### config.mk
export PLATFORM = sky130hd
export DESIGN_NAME = top4_bone_weight_select_normalize
export DESIGN_NICKNAME = d
export VERILOG_FILES = /design/src/rtl/bwsn_pkg.sv /design/src/rtl/top4_bone_weight_select_normalize.sv /design/src/rtl/bwsn_queue.sv /design/src/rtl/bwsn_front.sv /design/src/rtl/bwsn_back.sv
export SDC_FILE = /design/constraint.sdc
export NUM_CORES = 1
export LEC_CHECK = 0
export BUFFER_PORTS_ARGS = -buffer_cell sky130_fd_sc_hd__buf_2
export CORE_MARGIN = 2
export CORE_UTILIZATION = 40
export CTS_BUF_LIST = sky130_fd_sc_hd__clkbuf_8
export DETAILED_ROUTE_END_ITERATION = 10
export GPL_TIMING_DRIVEN = 0
export PLACE_DENSITY = 0.55
export SLEW_MARGIN = 25
export SYNTH_ARGS = -nofsm -noshare
export SYNTH_HDL_FRONTEND = slang
export SYNTH_SLANG_ARGS = --single-unit
### constraint.sdc
create_clock -name clk -period 12.4 [get_ports clk]
set_clock_uncertainty 0.2 [all_clocks]
set_input_delay 3.1 -clock clk [delete_from_list [all_inputs] [get_ports clk]]
set_output_delay 3.1 -clock clk [all_outputs]
set_load 0.02 [all_outputs]
### src/rtl/bwsn_pkg.sv
// ----------------------------------------------------------------------------
// bwsn_pkg
// Shared types and constants of the bone weight select and normalize block.
// ----------------------------------------------------------------------------
package bwsn_pkg;

    localparam int BONE_W        = 8;
    localparam int WEIGHT_W      = 16;
    localparam int SHARE_W       = 8;
    localparam int OUT_SLOTS     = 4;
    localparam int SHARE_SCALE   = 255;
    localparam int SLOT_COUNT_DEF = 4;
    localparam int QUEUE_DEPTH   = 2;

    typedef struct packed {
        logic [BONE_W-1:0]   bone_index;
        logic [WEIGHT_W-1:0] influence;
        logic                vertex_end;
    } in_word_t;

    typedef struct packed {
        logic [BONE_W-1:0]  index_a;
        logic [BONE_W-1:0]  index_b;
        logic [BONE_W-1:0]  index_c;
        logic [BONE_W-1:0]  index_d;
        logic [SHARE_W-1:0] share_a;
        logic [SHARE_W-1:0] share_b;
        logic [SHARE_W-1:0] share_c;
        logic [SHARE_W-1:0] share_d;
    } out_word_t;

    // front to queue handshake
    typedef struct packed {
        logic push;
        logic full;
    } q_ctl_t;

endpackage

### src/rtl/top4_bone_weight_select_normalize.sv
// Throughput: one influence word per cycle at the input while the queue is
//   not full; the normalizer handles one vertex at a time (sum/load, 8 divider
//   steps, output load), so short vertices are paced by the divider through a
//   2-entry queue.
// Reset: rst_n async active low clears slots, queue and output valid.
// ----------------------------------------------------------------------------
// top4_bone_weight_select_normalize
// Keeps the strongest bone influences of a vertex and emits four bone
// indices with their weights scaled to floor(w*255/sum).
// ----------------------------------------------------------------------------
module top4_bone_weight_select_normalize #(
    parameter int SLOT_COUNT = bwsn_pkg::SLOT_COUNT_DEF
) (
    input  logic                clk,
    input  logic                rst_n,
    input  logic                in_valid,
    output logic                in_ready,
    input  bwsn_pkg::in_word_t  in_word,
    output logic                out_valid,
    input  logic                out_ready,
    output bwsn_pkg::out_word_t out_word
);

    localparam int QW = SLOT_COUNT * (bwsn_pkg::BONE_W + bwsn_pkg::WEIGHT_W);

    bwsn_pkg::q_ctl_t q_ctl;
    logic [QW-1:0]    q_data;
    logic [QW-1:0]    head_data;
    logic             q_full;
    logic             q_empty;
    logic             q_pop;

    bwsn_front #(.SLOT_COUNT(SLOT_COUNT)) u_front (
        .clk      (clk),
        .rst_n    (rst_n),
        .in_valid (in_valid),
        .in_ready (in_ready),
        .in_word  (in_word),
        .q_full   (q_full),
        .q_ctl    (q_ctl),
        .q_data   (q_data)
    );

    bwsn_queue #(.WIDTH(QW), .DEPTH(bwsn_pkg::QUEUE_DEPTH)) u_queue (
        .clk       (clk),
        .rst_n     (rst_n),
        .push      (q_ctl.push),
        .push_data (q_data),
        .pop       (q_pop),
        .head_data (head_data),
        .full      (q_full),
        .empty     (q_empty)
    );

    bwsn_back #(.SLOT_COUNT(SLOT_COUNT)) u_back (
        .clk       (clk),
        .rst_n     (rst_n),
        .head_data (head_data),
        .q_empty   (q_empty),
        .q_pop     (q_pop),
        .out_valid (out_valid),
        .out_ready (out_ready),
        .out_word  (out_word)
    );

endmodule

### src/rtl/bwsn_queue.sv
// ----------------------------------------------------------------------------
// bwsn_queue
// Short register queue carrying finished vertex snapshots from the front
// end to the normalizer.
// ----------------------------------------------------------------------------
module bwsn_queue #(
    parameter int WIDTH = 8,
    parameter int DEPTH = bwsn_pkg::QUEUE_DEPTH
) (
    input  logic             clk,
    input  logic             rst_n,
    input  logic             push,
    input  logic [WIDTH-1:0] push_data,
    input  logic             pop,
    output logic [WIDTH-1:0] head_data,
    output logic             full,
    output logic             empty
);

    localparam int PW = (DEPTH > 1) ? $clog2(DEPTH) : 1;
    localparam int CW = $clog2(DEPTH + 1);

    logic [WIDTH-1:0] mem_reg [DEPTH];
    logic [PW-1:0]    wr_ptr_reg, wr_ptr_next;
    logic [PW-1:0]    rd_ptr_reg, rd_ptr_next;
    logic [CW-1:0]    count_reg, count_next;
    logic             do_push, do_pop;

    assign full      = (count_reg == CW'(DEPTH));
    assign empty     = (count_reg == '0);
    assign head_data = mem_reg[rd_ptr_reg];
    assign do_push   = push && !full;
    assign do_pop    = pop && !empty;

    always_comb
    begin
        wr_ptr_next = wr_ptr_reg;
        rd_ptr_next = rd_ptr_reg;
        count_next  = count_reg;
        if (do_push)
        begin
            wr_ptr_next = (wr_ptr_reg == PW'(DEPTH - 1)) ? '0 : wr_ptr_reg + 1'b1;
        end
        if (do_pop)
        begin
            rd_ptr_next = (rd_ptr_reg == PW'(DEPTH - 1)) ? '0 : rd_ptr_reg + 1'b1;
        end
        if (do_push && !do_pop)
        begin
            count_next = count_reg + 1'b1;
        end
        else if (do_pop && !do_push)
        begin
            count_next = count_reg - 1'b1;
        end
    end

    always_ff @(posedge clk or negedge rst_n)
    begin
        if (!rst_n)
        begin
            wr_ptr_reg <= '0;
            rd_ptr_reg <= '0;
            count_reg  <= '0;
        end
        else
        begin
            wr_ptr_reg <= wr_ptr_next;
            rd_ptr_reg <= rd_ptr_next;
            count_reg  <= count_next;
        end
    end

    always_ff @(posedge clk)
    begin
        if (do_push)
        begin
            mem_reg[wr_ptr_reg] <= push_data;
        end
    end

endmodule

### src/rtl/bwsn_front.sv
// ----------------------------------------------------------------------------
// bwsn_front
// Accepts influence words and keeps the slot set of the current vertex.
// On the last influence of a vertex the updated slots go to the queue and
// the slots are cleared.
// ----------------------------------------------------------------------------
module bwsn_front #(
    parameter int SLOT_COUNT = bwsn_pkg::SLOT_COUNT_DEF
) (
    input  logic                       clk,
    input  logic                       rst_n,
    input  logic                       in_valid,
    output logic                       in_ready,
    input  bwsn_pkg::in_word_t         in_word,
    input  logic                       q_full,
    output bwsn_pkg::q_ctl_t           q_ctl,
    output logic [SLOT_COUNT*(bwsn_pkg::BONE_W+bwsn_pkg::WEIGHT_W)-1:0] q_data
);

    localparam int BW = bwsn_pkg::BONE_W;
    localparam int WW = bwsn_pkg::WEIGHT_W;
    localparam int IW = $clog2(SLOT_COUNT);
    localparam int WOFS = SLOT_COUNT * BW;

    logic [BW-1:0] bone_reg   [SLOT_COUNT];
    logic [BW-1:0] bone_next  [SLOT_COUNT];
    logic [WW-1:0] weight_reg [SLOT_COUNT];
    logic [WW-1:0] weight_next[SLOT_COUNT];
    logic [BW-1:0] bone_upd   [SLOT_COUNT];
    logic [WW-1:0] weight_upd [SLOT_COUNT];
    logic          accept;
    logic          free_found;
    logic [IW-1:0] free_idx;
    logic [IW-1:0] pick;
    logic [WW-1:0] low;

    assign in_ready = !q_full;
    assign accept   = in_valid && in_ready;

    always_comb
    begin
        free_found = 1'b0;
        free_idx   = '0;
        for (int k = 0; k < SLOT_COUNT; k++)
        begin
            if (!free_found && weight_reg[k] == '0)
            begin
                free_found = 1'b1;
                free_idx   = IW'(k);
            end
        end
        // first slot holding the smallest weight
        low  = weight_reg[0];
        pick = '0;
        for (int k = 1; k < SLOT_COUNT; k++)
        begin
            if (weight_reg[k] < low)
            begin
                low  = weight_reg[k];
                pick = IW'(k);
            end
        end
    end

    always_comb
    begin
        for (int k = 0; k < SLOT_COUNT; k++)
        begin
            bone_upd[k]   = bone_reg[k];
            weight_upd[k] = weight_reg[k];
        end
        if (free_found)
        begin
            bone_upd[free_idx]   = in_word.bone_index;
            weight_upd[free_idx] = in_word.influence;
        end
        else if (in_word.influence > low)
        begin
            bone_upd[pick]   = in_word.bone_index;
            weight_upd[pick] = in_word.influence;
        end

        for (int k = 0; k < SLOT_COUNT; k++)
        begin
            q_data[k*BW +: BW]        = bone_upd[k];
            q_data[WOFS + k*WW +: WW] = weight_upd[k];
            if (!accept)
            begin
                bone_next[k]   = bone_reg[k];
                weight_next[k] = weight_reg[k];
            end
            else if (in_word.vertex_end)
            begin
                bone_next[k]   = '0;
                weight_next[k] = '0;
            end
            else
            begin
                bone_next[k]   = bone_upd[k];
                weight_next[k] = weight_upd[k];
            end
        end
    end

    assign q_ctl.push = accept && in_word.vertex_end;
    assign q_ctl.full = q_full;

    always_ff @(posedge clk or negedge rst_n)
    begin
        if (!rst_n)
        begin
            for (int k = 0; k < SLOT_COUNT; k++)
            begin
                bone_reg[k]   <= '0;
                weight_reg[k] <= '0;
            end
        end
        else
        begin
            for (int k = 0; k < SLOT_COUNT; k++)
            begin
                bone_reg[k]   <= bone_next[k];
                weight_reg[k] <= weight_next[k];
            end
        end
    end

endmodule

### src/rtl/bwsn_back.sv
// ----------------------------------------------------------------------------
// bwsn_back
// Normalizer: takes a vertex snapshot from the queue, sums the weights and
// runs one restoring divider lane per reported slot, one quotient bit per
// cycle, then loads the output register.
// ----------------------------------------------------------------------------
module bwsn_back #(
    parameter int SLOT_COUNT = bwsn_pkg::SLOT_COUNT_DEF
) (
    input  logic                 clk,
    input  logic                 rst_n,
    input  logic [SLOT_COUNT*(bwsn_pkg::BONE_W+bwsn_pkg::WEIGHT_W)-1:0] head_data,
    input  logic                 q_empty,
    output logic                 q_pop,
    output logic                 out_valid,
    input  logic                 out_ready,
    output bwsn_pkg::out_word_t  out_word
);

    localparam int BW    = bwsn_pkg::BONE_W;
    localparam int WW    = bwsn_pkg::WEIGHT_W;
    localparam int SW    = bwsn_pkg::SHARE_W;
    localparam int OUTS  = bwsn_pkg::OUT_SLOTS;
    localparam int LANES = (SLOT_COUNT < OUTS) ? SLOT_COUNT : OUTS;
    localparam int SUM_W = WW + $clog2(SLOT_COUNT);
    localparam int RW    = SUM_W + SW;
    localparam int CNT_W = $clog2(SW);
    localparam int WOFS  = SLOT_COUNT * BW;

    typedef enum logic [1:0] {ST_IDLE, ST_DIV, ST_HOLD} state_t;

    state_t              state_reg, state_next;
    logic [CNT_W-1:0]    cnt_reg, cnt_next;
    logic [SUM_W-1:0]    sum_reg, sum_next;
    logic [RW-1:0]       rem_reg  [LANES];
    logic [RW-1:0]       rem_next [LANES];
    logic [SW-1:0]       quo_reg  [LANES];
    logic [SW-1:0]       quo_next [LANES];
    logic [BW-1:0]       bone_reg [LANES];
    logic [BW-1:0]       bone_next[LANES];
    logic                out_valid_reg, out_valid_next;
    bwsn_pkg::out_word_t out_word_reg, out_word_next;
    logic [SUM_W-1:0]    head_sum;
    logic [RW-1:0]       trial;
    logic [BW-1:0]       idx_sel  [OUTS];
    logic [SW-1:0]       shr_sel  [OUTS];
    logic                out_free;

    assign out_free  = !out_valid_reg || out_ready;
    assign q_pop     = (state_reg == ST_IDLE) && !q_empty;
    assign out_valid = out_valid_reg;
    assign out_word  = out_word_reg;
    assign trial     = RW'(sum_reg) << cnt_reg;

    always_comb
    begin
        head_sum = '0;
        for (int k = 0; k < SLOT_COUNT; k++)
        begin
            head_sum = head_sum + SUM_W'(head_data[WOFS + k*WW +: WW]);
        end
        for (int k = 0; k < OUTS; k++)
        begin
            idx_sel[k] = '0;
            shr_sel[k] = '0;
        end
        for (int k = 0; k < LANES; k++)
        begin
            idx_sel[k] = bone_reg[k];
            shr_sel[k] = (sum_reg == '0) ? '0 : quo_reg[k];
        end
    end

    always_comb
    begin
        state_next     = state_reg;
        cnt_next       = cnt_reg;
        sum_next       = sum_reg;
        out_valid_next = out_valid_reg;
        out_word_next  = out_word_reg;
        for (int k = 0; k < LANES; k++)
        begin
            rem_next[k]  = rem_reg[k];
            quo_next[k]  = quo_reg[k];
            bone_next[k] = bone_reg[k];
        end
        if (out_valid_reg && out_ready)
        begin
            out_valid_next = 1'b0;
        end

        unique case (state_reg)
            ST_IDLE:
            begin
                if (!q_empty)
                begin
                    sum_next = head_sum;
                    cnt_next = CNT_W'(SW - 1);
                    for (int k = 0; k < LANES; k++)
                    begin
                        // w * 255 as (w << 8) - w
                        rem_next[k]  = (RW'(head_data[WOFS + k*WW +: WW]) << SW)
                                     - RW'(head_data[WOFS + k*WW +: WW]);
                        quo_next[k]  = '0;
                        bone_next[k] = head_data[k*BW +: BW];
                    end
                    state_next = ST_DIV;
                end
            end
            ST_DIV:
            begin
                for (int k = 0; k < LANES; k++)
                begin
                    if (rem_reg[k] >= trial)
                    begin
                        rem_next[k]          = rem_reg[k] - trial;
                        quo_next[k][cnt_reg] = 1'b1;
                    end
                end
                if (cnt_reg == '0)
                begin
                    state_next = ST_HOLD;
                end
                else
                begin
                    cnt_next = cnt_reg - 1'b1;
                end
            end
            ST_HOLD:
            begin
                if (out_free)
                begin
                    out_valid_next        = 1'b1;
                    out_word_next.index_a = idx_sel[0];
                    out_word_next.index_b = idx_sel[1];
                    out_word_next.index_c = idx_sel[2];
                    out_word_next.index_d = idx_sel[3];
                    out_word_next.share_a = shr_sel[0];
                    out_word_next.share_b = shr_sel[1];
                    out_word_next.share_c = shr_sel[2];
                    out_word_next.share_d = shr_sel[3];
                    state_next            = ST_IDLE;
                end
            end
            default:
            begin
                state_next = ST_IDLE;
            end
        endcase
    end

    always_ff @(posedge clk or negedge rst_n)
    begin
        if (!rst_n)
        begin
            state_reg     <= ST_IDLE;
            out_valid_reg <= 1'b0;
        end
        else
        begin
            state_reg     <= state_next;
            out_valid_reg <= out_valid_next;
        end
    end

    always_ff @(posedge clk)
    begin
        cnt_reg      <= cnt_next;
        sum_reg      <= sum_next;
        out_word_reg <= out_word_next;
        for (int k = 0; k < LANES; k++)
        begin
            rem_reg[k]  <= rem_next[k];
            quo_reg[k]  <= quo_next[k];
            bone_reg[k] <= bone_next[k];
        end
    end

endmodule

==> run metrics <==
crit path DAT=around 12000 ps; EDFF count, synth=445; Die W=293 um; ranking of synthesized cells by area=edfxtp_1 40%, ha_1 8.6%, dfrtp_1 7.7%; post-DR wirelength/cell=roughly 24 um; Max Slew Vio Count=0; DIE AREA=around 86000 um2; Filler Cell Count=7890; sum of buffers and inverters on the critical path=7; CTS tree=yes; Compound-Gate Fraction of Synth Area=0.158; CP Capture Type=register; WHS Endpoint=u_back.out_word[46]; post-layout net count=3644; CTS Hold Bufs=0; Slew @ Worst Pin=~1100 ps; Reg2Reg Setup Slack=around 720 ps; fin crit period=roughly 12000 ps; DRT antenna net count=0; Synth Instances=around 3.2k; main combinational cell family by area after synthesis=compound AO/OA/AOI/OAI gates; capturing point of the worst reg2reg path=u_queue.mem_reg[0][65]; top cells by count, synth=445 x edfxtp_1, 268 x o21ai_0, 231 x ha_1, 231 x nor2_1, 216 x nand2_1; nature of the critical path startpoint=register; first-pass GRT wire length=162000 um; ys async rst share=0.188; IO buf count=93; Core Area=83300 um2; crit-path max cell delay=630 ps; initial antenna violation count=9; initial core utilization=0.402; Post-route DRC=0; period utilization=0.942; synthesized cell area=33500 um2; flops & latches, synth=approximately 550; crit-path max FO=10; GP Congestion=slightly below 1; count leader, synth=edfxtp_1; non-filler instance count after layout=4525; Avg Inst Size Synth=between 10 and 15 um2; Syn-to-layout area delta=12.6%; drt via density=5.82; fin worst setup slack=723 ps; clk buf depth=3; Rows=~110; largest area contributor in the netlist=edfxtp_1; setup TNS=0 ps; register area=15900 um2; CP Class=register to register; top cell type's share of synthesized area=0.399; Hold Crit Start=u_back.bone_reg[2][6]; Worst-path clk slew=60 ps; post-synthesis mux area share=0.0593; Seq/Total Area, Yosys=0.476; CTS buffer count=between 90 and 100; Post-Synth XOR/XNOR Area=0.0460; vias=~26k; clk sink count=548; Post CTS Setup Buffer Count=0; Clock Tree Root=clkbuf_8; Crit path depth=between 40 and 50; cell at the slowest stage of the critical path=o21ai_0; Tot GR Track Use=0.252; Clock Latency Late Sink=740 ps; H-tree Lvls=3; largest net degree at the start of global routing=69; status=finished clean; Detailed Route Iter0 Violations=2279; RSZ-0062 raised after global routing=no; slew margin rel.=0.267; layout cell share with drive strength beyond 1=0.117; max reg flops=192; vias in the first global route=approximately 26k; endpoints failing setup=0; adder-cell area share of the yosys netlist=0.0994; post-CTS resize count=0; worst r2r path cells=43; Synth Net Count=around 3.4k; DRT Pass-1 Iters=6; Hold WC Path Type=register to register; Cells after DPL=about 4.3k; final WL=approximately 110000 um; Syn. warnings=0; reg2reg start=u_front.weight_reg[47]; pre-CTS setup slack=about 930 ps; Final Hold Vio Count=0; Most used DFF post-synth=edfxtp_1; grt total ovfl=0; fmax=roughly 86 MHz; Die Height=slightly below 300 um; max cap viols=0; simple-gate portion of the synthesized area=0.123; hold slack=between 200 and 250 ps; Unique masters post-synth=a little under 80; Min-Delay Path Depth=0; multi-input logic area=16300 um2; DPL Wire Length=about 85000 um; CP most frequent cell=a21o_1; Top-Level Pins=95; Crit path required time=between 10000 and 15000 ps; family with the most delay on the worst path=simple AND/OR/NAND/NOR gates
[how the worst max path moves through the flow]
stage	start	to	slack [ps]
floorplan	u_front.weight_reg[47]	u_queue.mem_reg[0][53]	2990
global placement	u_front.weight_reg[63]	u_queue.mem_reg[0][65]	970
detailed placement	u_front.weight_reg[63]	u_queue.mem_reg[0][65]	930
CTS	u_front.weight_reg[47]	u_queue.mem_reg[0][65]	890
global route	u_front.weight_reg[63]	u_queue.mem_reg[0][65]	230
finish	u_front.weight_reg[47]	u_queue.mem_reg[0][65]	720
[layer usage]
metal,track usage,routed length (um),vias to the layer above
met5,0,8,-
met1,0.329,46800,12800
met3,0.0396,6940,287
li1,-,-,12200
met4,0.120,5670,2
met2,0.408,50900,1080
[logic make-up (layout without fill, tap and decap cells)]
kind of cell,after synthesis,in the layout
multiplexers,179,179
other,0,2
AO/OA/AOI/OAI,826,826
buffers and inverters,327,620
AND/OR/NAND/NOR,841,841
adder cells (fa/ha/maj),253,253
flip-flops,548,548
XOR/XNOR,176,176
[final cells by class]
class                           count  area share
Sequential cell                   548       0.422
Timing Repair Buffer              113      0.0227
Inverter                          199      0.0199
Clock inverter                     73      0.0126
Tap cell                         1080      0.0358
Clock buffer                      107      0.0390
Multi-Input combinational cell   2275       0.433
Buffer                            128      0.0144
Antenna cell                        2    0.000133
[metrics by stage]
step	util	cell area, um2
2_1_floorplan	-	33500
3_3_place_gp	0.424	35300
3_5_place_dp	0.430	35800
4_1_cts	0.453	37700
5_1_grt	0.453	37700
6_report	0.453	37700
[cell usage in the layout, fill, tap and decap left out, types with 14 or more instances in the layout]
master / Yosys / routed
ha_1: 231 / 231
or3_1: 32 / 32
clkbuf_1: 74 / 73
nand2b_1: 24 / 24
nor3_1: 62 / 62
nand4_1: 31 / 31
nor3b_1: 45 / 45
inv_1: 199 / 231
dfrtp_1: 103 / 103
a21oi_1: 200 / 199
nor2b_1: 61 / 60
o21ai_0: 268 / 268
edfxtp_1: 445 / 445
o31ai_1: 17 / 17
xor2_1: 48 / 48
clkinv_1: 0 / 14
and3_1: 37 / 36
a221o_1: 47 / 47
nor4_1: 26 / 26
clkinv_2: 0 / 15
nand2_1: 216 / 216
clkbuf_8: 0 / 107
o21a_1: 27 / 27
buf_2: 36 / 129
nor2_1: 231 / 230
o311ai_0: 36 / 36
a22o_1: 35 / 35
a21o_1: 61 / 60
a211oi_1: 15 / 15
fa_1: 22 / 22
o211ai_1: 15 / 15
o21bai_1: 25 / 25
nand3_1: 38 / 38
xnor2_1: 128 / 128
mux2i_1: 94 / 92
mux2_2: 77 / 77
Power is not shown: default switching activity piles up to over one toggle a cycle in this logic, so the estimate is an artifact.
